==> src/hdl/rbsi_pkg.sv <==
// ----------------------------------------------------------------------------
// Slab test package
// Shared types and constants for the ray versus box slab test core.
// ----------------------------------------------------------------------------
package rbsi_pkg;

   // Default number of fraction bits of the signed fixed-point format.
   localparam int FRAC_BITS_DEF = 16;

   // Width of every coordinate and distance.
   localparam int VAL_W = 32;

   // Quotient bits produced by the pipelined divider, one per stage.
   localparam int DIV_STEPS = 32;

   // Divider stages: operand stage, range check stage, steps, saturation stage.
   localparam int DIV_LAT = DIV_STEPS + 3;

   // Axis lane adds one ordering stage after its dividers.
   localparam int LANE_LAT = DIV_LAT + 1;

   // Merge stage depth.
   localparam int MERGE_LAT = 2;

   // Whole pipeline depth from accepted transaction to result register.
   localparam int PIPE_LAT = LANE_LAT + MERGE_LAT;

   localparam int AXES = 3;

   typedef logic signed [VAL_W-1:0] val_type;

   localparam val_type TMAX = 32'sh7FFF_FFFF;
   localparam val_type TMIN = -32'sh7FFF_FFFF;

endpackage

==> src/hdl/rbsi_merge.sv <==
// ----------------------------------------------------------------------------
// Lane merge
// Narrows the entry and exit bounds of all axes and applies the box check.
// ----------------------------------------------------------------------------
module rbsi_merge (
   input  logic              clock,
   input  logic              en,
   input  rbsi_pkg::val_type near [rbsi_pkg::AXES],
   input  rbsi_pkg::val_type far  [rbsi_pkg::AXES],
   input  logic              inverted,
   output rbsi_pkg::val_type t_near,
   output rbsi_pkg::val_type t_far,
   output logic              box_inverted
);
   import rbsi_pkg::*;

   val_type n01_ff;
   val_type f01_ff;
   val_type n2_ff;
   val_type f2_ff;
   logic    inv1_ff;
   val_type t_near_ff;
   val_type t_far_ff;
   logic    inv2_ff;

   always_ff @(posedge clock) begin
      if (en) begin
         n01_ff  <= (near[0] > near[1]) ? near[0] : near[1];
         f01_ff  <= (far[0] < far[1]) ? far[0] : far[1];
         n2_ff   <= near[2];
         f2_ff   <= far[2];
         inv1_ff <= inverted;
      end
   end

   always_ff @(posedge clock) begin
      if (en) begin
         inv2_ff <= inv1_ff;
         if (inv1_ff) begin
            t_near_ff <= '0;
            t_far_ff  <= '0;
         end else begin
            t_near_ff <= (n2_ff > n01_ff) ? n2_ff : n01_ff;
            t_far_ff  <= (f2_ff < f01_ff) ? f2_ff : f01_ff;
         end
      end
   end

   assign t_near       = t_near_ff;
   assign t_far        = t_far_ff;
   assign box_inverted = inv2_ff;

endmodule

==> config.mk <==
export PLATFORM = sky130hd
export DESIGN_NAME = rbsi_merge
export DESIGN_NICKNAME = d
export VERILOG_FILES = /design/src/hdl/rbsi_pkg.sv /design/src/hdl/rbsi_merge.sv
export SDC_FILE = /design/constraint.sdc
export NUM_CORES = 1
export LEC_CHECK = 0
export ABC_CLOCK_PERIOD_IN_PS = 6100
export BUFFER_PORTS_ARGS = -buffer_cell sky130_fd_sc_hd__buf_2
export CORE_ASPECT_RATIO = 0.7
export CORE_MARGIN = 1.5
export CORE_UTILIZATION = 50
export DETAILED_ROUTE_END_ITERATION = 7
export PLACE_DENSITY = 0.74
export SLEW_MARGIN = 20
export SYNTH_ARGS = -nofsm -noshare
export SYNTH_HDL_FRONTEND = slang
export SYNTH_SLANG_ARGS = --single-unit
export TNS_END_PERCENT = 20
==> constraint.sdc <==
create_clock -name clock -period 6.1 [get_ports clock]
set_clock_uncertainty 0.2 [all_clocks]
set_input_delay 0.61 -clock clock [delete_from_list [all_inputs] [get_ports clock]]
set_output_delay 0.61 -clock clock [all_outputs]
set_load 0.005 [all_outputs]
==> results.cfg <==
[setup_path]
cp_top_family = adder cells
crit_fanout = 126
setup.worst_path.start_class = register
critPathBufInv = 1
worst_setup_path_end_kind = register
cp.arrival_ns = 3.54
crit_chain = ha_4 -> nand4_1 -> nor2_1 -> nand2_1 -> a31o_2 -> buf_4 -> a221o_1 -> o311ai_0
cpMaxStageDelayCell = ha_4
critical_path_class = register to register
crit_required_ns = 6.11
max_stage_delay_ns = 0.97

[logic_synthesis]
ys_seq_area_frac = 0.479
synthDistinctLibCells = 48
async_flop_share = 0
post-synth-top-count-cell = edfxtp_1
yosys-top-cells-area = edfxtp_1 48%, ha_1 13%, inv_1 3.9%
netlist_top_cells_count = 194 x edfxtp_1, 127 x inv_1, 126 x ha_1, 83 x nand2_1, 74 x a21oi_1
netlist.area_leader.share = 0.479
ys.flop_type = edfxtp_1
yosys_register_bits = 194
avgSynthCellArea_um2 = 11.2
synthCells = 1083
synth-edff-count = 194
yosysTopAreaCell = edfxtp_1
synth.cell_area_um2 = 12200
synth_warnings = 0
synth_nets = 1404

[cells_and_area]
area_delta_synth_final_pct = 17.2
drive_above_1_share = 0.276
multi_input_area_um2 = 5590
instances_no_fill = 1639
seq_area_um2 = 5830
n_fill_cell = 1962
nets = 1627
final_util = 0.600
design_area_um2 = 14300

[die]
die_area_um2 = 25300
core_area_um2 = 23800
die_height_um = 133
start_util = 0.512
die_w_um = 189
rows = 47
ios = 260

[grt]
overflow = 0
grt_pass1_vias = 8630
grt_start_max_net_pins = 127
grt_use_total = 0.237
grt_pass1_wl_mm = 46.1
antenna_found_initial = 2

[sta]
setup_viol = 0
fin_crit_ns = 3.52
hold_ws_ns = 0.137
hold_viol_final = 0
setup_tns_ns = 0
grt_setup_unrepaired = no
slew_headroom = 0.278
drv_slew = 0
setup_slack_ns = 2.58
post-route-period-util = 0.578
worst-slew-pin-transition_ns = 1.08
fmax_ghz = 0.284

[route]
wl_mm = 30.1
wire_per_inst_um = 18.3
drt_iter0_markers = 861
first_pass_iters = 5
postRouteAntennaNets = 0
via_count = 9230
viasPerCell = 5.63
drcViolationCount = 0

[placed_design]
dp.cells = 1605
port_buffers = 259
gp_congestion = 0.856
hpwl_mm = 21.9
placed_area_um2 = 13700
dp_slack_ns = 2.20

[cts]
post-cts-setup-buffers = 0
cts_sinks = 194
cts_buffer_depth = 2
ctsHtreeMaxLevel = 4
cts_tree = yes
numCtsBuffers = 17
insertion_delay_ns = 0.44
cts.clk_slew.worst_paths_ns = 0.08
root_buffer = clkbuf_16
cts_hold_buf = 0
cts-resized-gates = 0

[power_and_ir_drop]
seqPwrFrac = 0.453
finalPower_mw = 3.88
ir_drop_uv = 165
pwr-share-comb = 0.262
p_int_mw = 2.67
p_sw_mw = 1.21
p_per_area_nw_per_um2 = 272
swShare = 0.313
p_leak_nw = 6.49
pwr-share-clk = 0.285

[flow_run]
cap_violations = 0

[worst_hold_path]
hp-class = input pin to register

[outcome]
status = finished clean
[cell usage in the layout (no fill, tap or decap), drive strengths merged, types with 5 or more instances in the layout]
cell type  count
nand2         83
nand4         25
ha           126
o21ai         16
buf          267
a21o          31
o311ai        31
a21bo         32
nand2b        35
mux2          64
clkinv         6
nand3         67
a221o         31
a21oi         74
o211ai         5
nor3          33
edfxtp       194
nor2          14
clkbuf        18
inv          133
[path summary, 6_finish.rpt]
kind,from,to,slack [ns],depth (start not counted)
max,f2_ff[31]$_DFFE_PP_,t_far[13]$_SDFFCE_PP0P_,2.58,8
max reg2reg,f2_ff[31]$_DFFE_PP_,t_far[13]$_SDFFCE_PP0P_,2.58,8
min reg2reg,n01_ff[19]$_DFFE_PP_,t_near[19]$_SDFFCE_PP0P_,0.46,2
min,inverted,inv1_ff$_DFFE_PP_,0.14,1
[final cells by class]
class | instances | area share
clock inverter | 15 | 0.0116
antenna | 2 | 0.000351
multi-input combinational | 698 | 0.392
tap | 318 | 0.0279
sequential | 194 | 0.409
inverter | 127 | 0.0334
timing repair buffer | 268 | 0.0963
clock buffer | 17 | 0.0298
[per-layer routing]
metal / track usage / share of wire / vias up
li1: - / - / 4502
met1: 0.356 / 0.49 / 4356
met2: 0.348 / 0.42 / 334
met3: 0.0458 / 0.072 / 36
met4: 0.0692 / 0.017 / 2
met5: 0 / 0.00043 / -
[logic make-up after synthesis]
family                   count (synthesis)  share of synthesized area
AND/OR/NAND/NOR                        271                      0.110
AO/OA/AOI/OAI                          237                      0.148
flip-flops                             194                      0.479
buffers and inverters                  191                     0.0649
adder cells (fa/ha/maj)                126                      0.130
multiplexers                            64                     0.0685
[state kept, by name (all words and copies together) (netlist names)]
register and flops:
f01_ff 32, f2_ff 32, n01_ff 32, n2_ff 32
t_far 32, t_near 32, box_inverted 1, inv1_ff 1
[power by group through the flow]
stage	Combinational [mW]	Sequential (mW)	Clock, mW
after floorplan	0.685	1.75	0
after CTS	1.01	1.75	1.12
after detailed placement	1.00	1.78	0
after global routing	1.13	1.77	1.17
final	1.02	1.76	1.11
after global placement	0.970	1.78	0
Note: power is estimated with default switching activity, not from simulation.
